===== src/design/mwrd_pkg.sv =====
// Shared constants for the Microwire EEPROM word-read master.
package mwrd_pkg;

    // EEPROM geometry
    localparam int ADDR_BITS = 6;
    localparam int DATA_BITS = 16;

    // Start bit plus read opcode, sent ahead of the address
    localparam int OPC_BITS = 3;
    localparam logic [OPC_BITS-1:0] READ_OPCODE = 3'b110;
    localparam int CMD_BITS = OPC_BITS + ADDR_BITS;

    // Bit counter covers the longer of the command and the data word
    localparam int IDX_DEPTH = (CMD_BITS > DATA_BITS) ? CMD_BITS : DATA_BITS;
    localparam int IDX_W = $clog2(IDX_DEPTH);
    localparam logic [IDX_W-1:0] CMD_LAST_IDX = IDX_W'(CMD_BITS - 1);
    localparam logic [IDX_W-1:0] DATA_LAST_IDX = IDX_W'(DATA_BITS - 1);

    // Half-period register
    localparam int HOLD_W = 16;
    localparam logic [HOLD_W-1:0] HOLD_RESET = 16'd50;

endpackage


===== src/design/microwire_eeprom_read_master.sv =====
// Microwire EEPROM word-read master: pin sequencer with registered tick results.
// Results: one per accepted tick, registered in the output register, or in the skid entry while the output stalls.
// Throughput: one tick per clock while o_in_stall is low; the sequencer step is a single compare and update.
// A two-entry result buffer (output register plus skid) keeps input stall registered.
// Reset (synchronous, active low): sequencer idle, counters and shifts cleared,
// half period set to 50, result buffer empty.
module microwire_eeprom_read_master
    import mwrd_pkg::*;
(
    input  logic                 i_clk,
    input  logic                 i_rst_n,

    // configuration write
    input  logic                 i_cfg_valid,
    output logic                 o_cfg_ready,
    input  logic [HOLD_W-1:0]    i_cfg_half_period_ticks,

    // tick input
    input  logic                 i_in_valid,
    output logic                 o_in_stall,
    input  logic                 i_start_req,
    input  logic [ADDR_BITS-1:0] i_word_addr,
    input  logic                 i_eeprom_do,

    // tick result
    output logic                 o_out_valid,
    input  logic                 i_out_stall,
    output logic                 o_pin_access,
    output logic                 o_chip_select,
    output logic                 o_serial_clock,
    output logic                 o_data_to_eeprom,
    output logic                 o_done_res,
    output logic [DATA_BITS-1:0] o_read_data
);

    typedef enum logic [3:0] {
        PH_IDLE    = 4'd0,
        PH_PROG    = 4'd1,
        PH_CS      = 4'd2,
        PH_CMD_LO  = 4'd3,
        PH_CMD_HI  = 4'd4,
        PH_TAIL_LO = 4'd5,
        PH_RX_HI   = 4'd6,
        PH_RX_LO   = 4'd7,
        PH_DONE    = 4'd8
    } t_phase;

    typedef struct packed {
        logic                 pin_access;
        logic                 chip_select;
        logic                 serial_clock;
        logic                 data_to_eeprom;
        logic                 done_res;
        logic [DATA_BITS-1:0] read_data;
    } t_result;

    // sequencer state
    logic [HOLD_W-1:0]    r_half;
    t_phase               r_phase,  n_phase;
    logic [HOLD_W-1:0]    r_delay,  n_delay;
    logic [IDX_W-1:0]     r_bit,    n_bit;
    logic [CMD_BITS-1:0]  r_cmd,    n_cmd;
    logic [DATA_BITS-1:0] r_rx,     n_rx;
    logic                 n_done;
    logic [HOLD_W-1:0]    hold;
    t_result              n_res;

    // result buffer
    logic                 r_out_valid;
    t_result              r_out;
    logic                 r_skid_valid;
    t_result              r_skid;

    logic                 in_xfer;
    logic                 out_xfer;

    assign o_cfg_ready = 1'b1;
    assign o_in_stall  = r_skid_valid;
    assign in_xfer     = i_in_valid & ~r_skid_valid;
    assign out_xfer    = r_out_valid & ~i_out_stall;

    // Zero half period behaves as one tick
    assign hold = (r_half == '0) ? HOLD_W'(1) : r_half;

    // Sequencer step for one tick
    always_comb begin
        n_phase = r_phase;
        n_delay = r_delay;
        n_bit   = r_bit;
        n_cmd   = r_cmd;
        n_rx    = r_rx;
        n_done  = 1'b0;
        if (r_phase == PH_IDLE) begin
            if (i_start_req) begin
                n_cmd   = {READ_OPCODE, i_word_addr};
                n_rx    = '0;
                n_bit   = '0;
                n_phase = PH_PROG;
                n_delay = HOLD_W'(1);
            end
        end else if (r_delay < hold) begin
            n_delay = r_delay + HOLD_W'(1);
        end else begin
            n_delay = HOLD_W'(1);
            case (r_phase)
                PH_PROG: begin
                    n_phase = PH_CS;
                end
                PH_CS: begin
                    n_bit   = CMD_LAST_IDX;
                    n_phase = PH_CMD_LO;
                end
                PH_CMD_LO: begin
                    n_phase = PH_CMD_HI;
                end
                PH_CMD_HI: begin
                    if (r_bit == '0) begin
                        n_phase = PH_TAIL_LO;
                    end else begin
                        n_bit   = r_bit - IDX_W'(1);
                        n_phase = PH_CMD_LO;
                    end
                end
                PH_TAIL_LO: begin
                    n_bit   = DATA_LAST_IDX;
                    n_phase = PH_RX_HI;
                end
                PH_RX_HI: begin
                    // sample at the end of the clock-high hold
                    n_rx    = {r_rx[DATA_BITS-2:0], i_eeprom_do};
                    n_phase = PH_RX_LO;
                end
                PH_RX_LO: begin
                    if (r_bit == '0) begin
                        n_done  = 1'b1;
                        n_phase = PH_DONE;
                    end else begin
                        n_bit   = r_bit - IDX_W'(1);
                        n_phase = PH_RX_HI;
                    end
                end
                default: begin
                    // release phase over, or an unknown code
                    n_phase = PH_IDLE;
                    n_delay = '0;
                end
            endcase
        end
    end

    // Pin levels follow the new phase
    always_comb begin
        n_res.pin_access     = n_phase inside {[PH_PROG:PH_RX_LO]};
        n_res.chip_select    = n_phase inside {[PH_CS:PH_RX_LO]};
        n_res.serial_clock   = n_phase inside {PH_CMD_HI, PH_RX_HI};
        n_res.data_to_eeprom = 1'b0;
        if ((n_phase inside {PH_CMD_LO, PH_CMD_HI}) && (n_bit <= CMD_LAST_IDX)) begin
            n_res.data_to_eeprom = n_cmd[n_bit];
        end
        n_res.done_res  = n_done;
        n_res.read_data = n_done ? n_rx : '0;
    end

    // Configuration register
    always_ff @(posedge i_clk) begin
        if (!i_rst_n) begin
            r_half <= HOLD_RESET;
        end else if (i_cfg_valid && o_cfg_ready) begin
            r_half <= i_cfg_half_period_ticks;
        end
    end

    // Sequencer state advances on each input transfer
    always_ff @(posedge i_clk) begin
        if (!i_rst_n) begin
            r_phase <= PH_IDLE;
            r_delay <= '0;
            r_bit   <= '0;
            r_cmd   <= '0;
            r_rx    <= '0;
        end else if (in_xfer) begin
            r_phase <= n_phase;
            r_delay <= n_delay;
            r_bit   <= n_bit;
            r_cmd   <= n_cmd;
            r_rx    <= n_rx;
        end
    end

    // Output register with skid entry
    always_ff @(posedge i_clk) begin
        if (!i_rst_n) begin
            r_out_valid  <= 1'b0;
            r_skid_valid <= 1'b0;
        end else if (r_skid_valid) begin
            if (out_xfer) begin
                r_out_valid  <= 1'b1;
                r_skid_valid <= 1'b0;
            end
        end else if (in_xfer) begin
            if (!r_out_valid || out_xfer) begin
                r_out_valid <= 1'b1;
            end else begin
                r_skid_valid <= 1'b1;
            end
        end else if (out_xfer) begin
            r_out_valid <= 1'b0;
        end
    end

    // Result payload, no reset needed
    always_ff @(posedge i_clk) begin
        if (r_skid_valid) begin
            if (out_xfer) begin
                r_out <= r_skid;
            end
        end else if (in_xfer) begin
            if (!r_out_valid || out_xfer) begin
                r_out <= n_res;
            end else begin
                r_skid <= n_res;
            end
        end
    end

    assign o_out_valid      = r_out_valid;
    assign o_pin_access     = r_out.pin_access;
    assign o_chip_select    = r_out.chip_select;
    assign o_serial_clock   = r_out.serial_clock;
    assign o_data_to_eeprom = r_out.data_to_eeprom;
    assign o_done_res       = r_out.done_res;
    assign o_read_data      = r_out.read_data;

endmodule

===== config.mk =====
export PLATFORM = sky130hd
export DESIGN_NAME = microwire_eeprom_read_master
export DESIGN_NICKNAME = d
export VERILOG_FILES = /design/src/design/mwrd_pkg.sv /design/src/design/microwire_eeprom_read_master.sv
export SDC_FILE = /design/constraint.sdc
export NUM_CORES = 1
export LEC_CHECK = 0
export BUFFER_PORTS_ARGS = -buffer_cell sky130_fd_sc_hd__buf_2
export CAP_MARGIN = 10
export CORE_MARGIN = 5
export CORE_UTILIZATION = 45
export DETAILED_ROUTE_END_ITERATION = 10
export PLACE_DENSITY = 0.59
export SLEW_MARGIN = 30
export SYNTH_ARGS = -nofsm -noshare
export SYNTH_HDL_FRONTEND = slang
export SYNTH_SLANG_ARGS = --single-unit

===== constraint.sdc =====
create_clock -name i_clk -period 3.9 [get_ports i_clk]
set_clock_uncertainty 0.15 [all_clocks]
set_input_delay 0.585 -clock i_clk [delete_from_list [all_inputs] [get_ports i_clk]]
set_output_delay 0.585 -clock i_clk [all_outputs]
set_load 0.03 [all_outputs]

==> Yosys cells after proc, flatten, opt, wreduce, memory -nomap -nowiden <==
Index checks and enable logic that the tools add are counted.
Widths: inputs -> output; s select.
{ "totals": {"ram_bits": 0, "latchBits": 0, "romBits": 0, "reg_bits": 109, "mem_count": 0, "in_bits": 29} }
{ "classes": {"add_sub_neg": 2, "n_reduce_logical": 19, "shift": 0, "order_cmp": 6, "n_mul": 0, "bitwise": 5, "eq_ne": 13, "div_mod_pow": 0, "n_mux": 43} }
{ "op_table": {"columns": ["cell", "count"], "rows": [
  ["$mux 16", 9],
  ["$mux 21", 4],
  ["$mux 4", 8],
  ["$pmux 4 s7", 1],
  ["$eq 4x3->1 const B", 6],
  ["$mux 9", 2],
  ["$add 16x1->16 const B", 1],
  ["$logic_not 16->1", 1],
  ["$lt 16x16->1", 1],
  ["$mux 1", 16],
  ["$eq 4x2->1 const B", 3],
  ["$pmux 4 s3", 1],
  ["$reduce_bool 2->1", 5],
  ["$reduce_and 3->1", 3],
  ["$logic_not 4->1", 2],
  ["$reduce_or 7->1", 1],
  ["$lt 4x5->1 const B", 1],
  ["$bmux 1 s4", 1],
  ["$eq 4x1->1 const B", 1],
  ["$ge 4x1->1 const B", 1],
  ["$ge 4x2->1 const B", 1],
  ["$le 4x3->1 const B", 1],
  ["$le 4x4->1 const B", 1],
  ["$sub 4x1->4 const B", 1],
  ["11 further kinds", 16]
]} }

==> Logic depth before layout (Yosys ltp) <==
Gate-level depths: netlist (run 1).
{ "depth": {"word_depth": 12, "ltp_mapped": 13} }

==> Worst setup path before layout (run 1) <==
Ideal clock, no wire load.
{ "synth_path": {"path_kind": "register -> register", "startpoint": "register r_half[9]", "endpoint": "register r_out (netlist bit o_data_to_eeprom), data pin", "arrival_time_ns": 2.688, "period_less_slack_ns": 2.990, "setup_ns": 0.152, "required_time_ns": 3.598, "stages_incl_launch_ff": 12, "path_slack_ns": 0.910, "cell_sequence": "dfxtp_1 -> inv_1 -> ha_1 -> a21oi_1 -> o21ai_1 -> a211oi_4 -> nor3_1 -> or4_4 -> a221o_1 -> a31oi_1 -> a22oi_1 -> a31oi_1"} }
{ "synth_via": {"elab_chain_len": 12, "word_cells_on_any_way": 18} }
{ "synth_rtl": {"columns": ["item", "line", "rtl"], "rows": [
  ["from (decl)", "microwire_eeprom_read_master.sv:58", "logic [HOLD_W-1:0] r_half;"],
  ["from (signal assigned)", "microwire_eeprom_read_master.sv:169", "r_half <= i_cfg_half_period_ticks;"],
  ["$logic_not 16->1", "microwire_eeprom_read_master.sv:83", "assign hold = (r_half == '0) ? HOLD_W'(1) : r_half;"],
  ["$mux 16 (*)", "microwire_eeprom_read_master.sv:83", null],
  ["$lt 16x16->1 (*)", "microwire_eeprom_read_master.sv:101", "end else if (r_delay < hold) begin"],
  ["branches (longest 5 deep; another with $mux 4)", null, null],
  ["$mux 1 (*)", "microwire_eeprom_read_master.sv:157", "if ((n_phase inside {PH_CMD_LO, PH_CMD_HI}) && (n_bit <= CMD_LAST_IDX)) begin"],
  ["$mux 21 (*)", "microwire_eeprom_read_master.sv:218", "if (!r_out_valid || out_xfer) begin"],
  ["$mux 21 (*)", "microwire_eeprom_read_master.sv:217", "end else if (in_xfer) begin"],
  ["$mux 21 (*)", "microwire_eeprom_read_master.sv:213", "if (r_skid_valid) begin"],
  ["to (signal assigned)", "microwire_eeprom_read_master.sv:215", "r_out <= r_skid;"],
  ["to (signal assigned)", "microwire_eeprom_read_master.sv:219", "r_out <= n_res;"],
  ["to (decl)", "microwire_eeprom_read_master.sv:70", "t_result r_out;"]
]} }
Mark *: on every way between the ends. The select of a mux whose other input is x is not followed.
A chain may end at the register's enable or synchronous reset.

==> Worst setup path in the final report (run 1) <==
{ "layout_path": {"startpoint": "register r_half[14]", "endpoint": "register r_out (netlist bit o_data_to_eeprom), data pin"} }
Same word-level chain as after synthesis.

==> reports/results.ini, run 1 <==
[cts]
numClockSinks=109
cts_tree=yes
clk_transition_reported_paths_ps=70
clockRootBuffer=clkbuf_16
cts-htree-levels=3
cts_buffer_depth=2
post_cts_resized=0
post_cts_buffers=0
cts_made_buffers=9
clk_latency_ps=350
ctsHoldBuffers=0

[job]
maxCapViolations=0

[timing]
rsz0062_at_grt=false
tns_ps=0
max-slew-margin-rel_pct=56.06
timing.final.crit_share_pct=86.40
worst_slew_pin_slew_ps=655.1
max_freq_mhz=296.8
setup_viol=0
finalMaxSlewViolations=0
hold_violations=0
finalWorstSetupSlack_ps=530.6
period_minus_slack_ps=3369

[placed_design]
hpwl_mm=8.764
dp.cells=811
dp_slack_ps=577.4
gp_congestion=0.8659
portBuffers=51

[drt]
postRouteWirelength_mm=12.51
drtIter0Drc=366
ant_nets=0
post-route-drc-count=0
vias=4570
drtPass1Iterations=5
wl_per_cell_um=15.13
vias_per_cell=5.526

[floorplan]
core_mm2=0.01252
fp.dieH_um=122.4
die_area_mm2=0.01498
initial_core_util_pct=45.40
fp-row-count=41
ios=53
die_w_um=122.4

[final_layout]
fin_cells=827
drive_gt1_share_pct=15.11
area_growth_pct=12.51
n_antenna_cell=0
nNetsFinal=696
final_core_util_pct=51.08

[critical_path]
path_max_fanout=8
critPathKind=reg2reg
worstPathRequired_ps=3830
crit_arrival_ps=3300
start_kind=flip-flop
critPathCaptureType=flip-flop

[synthesis]
synth_ff_type=dfxtp_1
synth_simple_gate_area_share_pct=21.38
yosys.area_share.xor_xnor_pct=0.1541
syn_inst=614
synth_edf_count=42
ys_top_cells_by_count=nand2_1 (68), dfxtp_1 (67), nor2b_1 (45)
syn_area_per_cell_um2=9.256
muxShareOfSynthArea_pct=3.435
synth_top_family_by_area=simple AND/OR/NAND/NOR gates
yosysMostFrequentCell=nand2_1
synth_area_leaders=dfxtp_1 (24%), edfxtp_1 (22%), nor2b_1 (5.0%)
synth_adder_area_share_pct=3.743
async_reset_ff_share_pct=0
synth-seq-cells=109
yosys.area.top_type=dfxtp_1
synth_cell_types=63
synth_top_area_share_pct=23.60
synth_compound_area_share_pct=20.92
synth.cell_area_mm2=0.005683
yosysSeqAreaShare_pct=45.79
yosys_warnings=0
syn_nets=660

[power_and_ir_drop]
switching_share_pct=26.61
pwr-share-comb_pct=11.0
max-vdd-ir-drop_v=0.0001896
power.share.clock_pct=37.7
power_density_mw_per_mm2=381.7
p_int_uw=1791
switching_power_uw=649.5
power_frac_seq_pct=51.3
p_leak_uw=0.002435

[global_route]
gr-total-overflow=0
grt_pass1_wl_mm=21.07
grt_max_degree=68
grtUsageTotal_pct=17.31
antenna_found_initial=0
first_global_vias=4290

[hold_path]
hp-class=in2reg

[outcome]
status=finished, final reports clean

-- critical path, stage by stage (launching register included) --
cell and delay [ps]:
dfxtp_1 350, inv_1 50, ha_1 300, and4_1 290
nand2_1 90, a211oi_2 280, o21ai_2 210, a211oi_1 630
o21ai_0 190, nor4bb_1 160, o211ai_1 270, a31oi_1 140
-- power by group through the flow --
| stage | clock network [uW] | logic [uW] | registers, uW |
|---|---|---|---|
| floorplan | 0 | 155 | 1310 |
| global placement | 0 | 265 | 1280 |
| detailed placement | 0 | 268 | 1280 |
| CTS | 940 | 269 | 1250 |
| global route | 995 | 295 | 1260 |
| finish | 921 | 268 | 1250 |
-- routing by layer --
metal	track usage, %	share of wire (%)	vias up
met5	0	0	-
met4	5.668	1.3	0
met3	3.088	4.6	10
met2	28.00	46	106
met1	23.56	48	2140
li1	-	-	2314
-- cell families (layout without fill, tap and decap cells) --
| logic type | count (synthesis) | count (layout) |
|---|---|---|
| adder cells (fa/ha/maj) | 17 | 17 |
| other | 1 | 1 |
| multiplexers | 19 | 19 |
| AND/OR/NAND/NOR | 232 | 232 |
| flip-flops | 109 | 109 |
| XOR/XNOR | 1 | 1 |
| AO/OA/AOI/OAI | 172 | 172 |
| buffers and inverters | 63 | 104 |
-- layout by cell type, fill, tap and decap left out, types with 5 or more instances in the layout --
master     netlist  final
ha_1            17     17
nor3_1           5      5
buf_2            1     50
nor4_1           8      8
o21ai_0         28     28
a21boi_0        11     11
edfxtp_1        42     42
nor2b_1         45     45
nor3b_1         13     13
dfxtp_1         67     67
a21oi_1         27     26
and3_1          29     28
buf_4            4     13
mux2i_1         15     15
o211ai_1         5      5
a31oi_1         25     25
o31ai_1         17     17
a22oi_1         19     19
a211oi_1         5      5
nor2_1          37     36
nand3_1          7      7
nand2_1         68     68
inv_1           25     25
clkbuf_16        0      9
-- flip-flops by register name, indices dropped and copies added (netlist names), 4 cells and up --
| name | count |
|---|---|
| r_rx | 16 |
| r_skid | 21 |
| r_bit | 4 |
| r_half | 16 |
| o_read_data | 16 |
| r_cmd | 9 |
| r_delay | 16 |
| r_phase | 4 |
-- worst paths after layout --
| check | startpoint | to | slack [ps] | cells after the start |
|---|---|---|---|---|
| max reg2reg | r_half[14]$_SDFFE_PN0P_ | o_data_to_eeprom$_DFFE_PP_ | 530 | 11 |
| max | r_half[14]$_SDFFE_PN0P_ | o_data_to_eeprom$_DFFE_PP_ | 530 | 11 |
| min | i_cfg_half_period_ticks[4] | r_half[4]$_SDFFE_PN1P_ | 310 | 3 |
| min reg2reg | r_cmd[8]$_SDFFE_PN0P_ | r_cmd[8]$_SDFFE_PN0P_ | 320 | 1 |
-- layout make-up --
| cell class | count | area [um^2] |
|---|---|---|
| tap | 172 | 215.2 |
| sequential | 109 | 2603 |
| clock inverter | 6 | 63.81 |
| clock buffer | 10 | 239.0 |
| inverter | 25 | 93.84 |
| fill | 1216 | 6123 |
| timing repair buffer | 63 | 347.8 |
| multi-input combinational | 442 | 2831 |
-- stage by stage --
step / hold WS [ps] / instance area [um^2] / power (uW)
final: 305.5 / 6394 / 2441
after global routing: 307.2 / 6394 / 2547
after CTS: 302.3 / 6389 / 2461
after detailed placement: 306.0 / 6086 / 1546
after global placement: 306.2 / 6085 / 1543
after floorplan: 290.0 / 5683 / 1468
(Power assumes the default switching activity.)
==> run 2: changes to the inputs <==
--- a/config.mk
+++ b/config.mk
@@ -5,12 +5,12 @@
 export SDC_FILE = /design/constraint.sdc
 export NUM_CORES = 1
 export LEC_CHECK = 0
-export BUFFER_PORTS_ARGS = -buffer_cell sky130_fd_sc_hd__buf_2
 export CAP_MARGIN = 10
 export CORE_MARGIN = 5
 export CORE_UTILIZATION = 45
 export DETAILED_ROUTE_END_ITERATION = 10
-export PLACE_DENSITY = 0.59
+export DONT_BUFFER_PORTS = 1
+export PLACE_DENSITY = 0.56
 export SLEW_MARGIN = 30
 export SYNTH_ARGS = -nofsm -noshare
 export SYNTH_HDL_FRONTEND = slang
==> run 2 against run 1 <==
  * Cell area down 4.6%
  * Via count is 3.4% lower
  * Utilization fell by 2.3 points
  * Global-route usage up 0.24 points
  * Critical path depth is the same
  * Die area unchanged
  * Sequential share of layout area is 2.0 points higher
  * Critical endpoint unchanged
  * Highest routed layer unchanged
==> reports/results.ini, run 2 (synthesis results as in run 1) <==
[outcome]
status=finished, final reports clean

[final_layout]
final_core_util_pct=48.73
top_register=r_skid
seq_area_mm2=0.002603
drive_gt1_share_pct=7.450
area_growth_pct=7.332
mostFrequentLayoutCell=nand2_1
multi_input_area_mm2=0.002831
fin_cells=776
most-common-layout-cells=nand2_1 (68), dfxtp_1 (67), nor2b_1 (45)
nNetsFinal=645
largest_reg_flops=21
n_antenna_cell=0
num-fill-cells=1197

[critical_path]
r2r_start=r_half[9]$_SDFFE_PN0P_
crit_arrival_ps=3380
reg2reg_to=o_data_to_eeprom$_DFFE_PP_
startpoint=r_half[9]$_SDFFE_PN0P_
critPathCaptureType=flip-flop
start_kind=flip-flop
r2r_slack_ps=570
path_max_fanout=9
critPathKind=reg2reg
worstPathRequired_ps=3950
worst-r2r-cell-count=11
cp-endpoint=o_data_to_eeprom$_DFFE_PP_

[timing]
max-slew-margin-rel_pct=59.35
hold_ws_ps=200.0
rsz0062_at_grt=false
setup_viol=0
period_minus_slack_ps=3331
timing.final.crit_share_pct=85.41
finalMaxSlewViolations=0
tns_ps=0
finalWorstSetupSlack_ps=569.0
hold_violations=0
worst_slew_pin_slew_ps=609.1
max_freq_mhz=300.2

[floorplan]
die_w_um=122.4
initial_core_util_pct=45.40
core_mm2=0.01252
ios=53
fp.dieH_um=122.4
die_area_mm2=0.01498
fp-row-count=41

[cts]
post_cts_buffers=0
cts-htree-levels=3
post_cts_resized=0
cts_made_buffers=9
numClockSinks=109
clk_transition_reported_paths_ps=70
cts_tree=yes
ctsHoldBuffers=0
clockRootBuffer=clkbuf_16
clk_latency_ps=350
cts_buffer_depth=2

[global_route]
first_global_vias=4274
grtUsageTotal_pct=17.56
grt_pass1_wl_mm=21.23
antenna_found_initial=0
grt_max_degree=68
gr-total-overflow=0

[power_and_ir_drop]
max-vdd-ir-drop_v=0.0001838
p_leak_uw=0.002207
power_density_mw_per_mm2=381.1

[drt]
ant_nets=0
drtPass1Iterations=4
wl_per_cell_um=16.15
postRouteWirelength_mm=12.53
post-route-drc-count=0
drtIter0Drc=279
vias=4414
vias_per_cell=5.688

[placed_design]
gp_congestion=0.8657
hpwl_mm=8.966
portBuffers=0
dp_slack_ps=639.8
dp.cells=760

[job]
maxCapViolations=0

[hold_path]
hp-class=in2reg

==> run 2: changes by cell type in the layout (fill, tap and decap cells not counted), sizes merged <==
cell / change
buf: -51
clkinv: +3
inv: -3
==> run 2: area by class of cell <==
class,instances,share of cell area [%]
flip-flops and latches,109,42.67
clock inverters,6,0.6154
multi-input cells,442,46.42
inverters,25,1.538
well taps,172,3.528
clock buffers,10,3.754
repair buffers,12,1.477
==> run 2: power breakdown <==
| part | total, uW | switching (uW) | internal, uW |
|---|---|---|---|
| registers | 1300 | 66.3 | 1230 |
| logic | 181 | 110 | 71.0 |
| clock network | 847 | 415 | 432 |
| total | 2320 | 592 | 1730 |
==> run 2: worst max-delay path, stage by stage, from the launching register on <==
cell and delay (ps):
dfxtp_1 350, inv_1 50, ha_1 290, a21oi_1 170, o21ai_1 160, a211oi_4 460, nor3_1 170, or4_4 560
a221o_1 360, a31oi_1 150, a22oi_1 130, a31oi_1 170
==> run 2: routing by layer <==
| metal | up-vias | share of wire (%) | global-route usage, % |
|---|---|---|---|
| li1 | 2223 | - | - |
| met1 | 2101 | 50 | 24.08 |
| met2 | 72 | 45 | 27.89 |
| met3 | 18 | 2.8 | 2.949 |
| met4 | 0 | 1.9 | 6.578 |
| met5 | - | 0 | 0 |
==> run 2: worst min-delay path by stage <==
stage	start	endpoint	slack (ps)	cells past startpoint
after global placement	r_cmd[4]$_SDFFE_PN0P_	r_cmd[4]$_SDFFE_PN0P_	300	2
after CTS	i_rst_n	r_half[5]$_SDFFE_PN1P_	180	1
after detailed placement	r_cmd[4]$_SDFFE_PN0P_	r_cmd[4]$_SDFFE_PN0P_	310	2
after floorplan	r_cmd[2]$_SDFFE_PN0P_	r_cmd[2]$_SDFFE_PN0P_	290	2
final	i_rst_n	r_half[5]$_SDFFE_PN1P_	200	1
after global routing	i_rst_n	r_half[4]$_SDFFE_PN1P_	190	1
==> run 2: metrics by stage <==
stage                     area (um^2)  power (uW)
after global placement           5829        1498
after CTS                        6098        2347
after global routing             6100        2415
after detailed placement         5832        1504
after floorplan                  5683        1468
final                            6100        2324
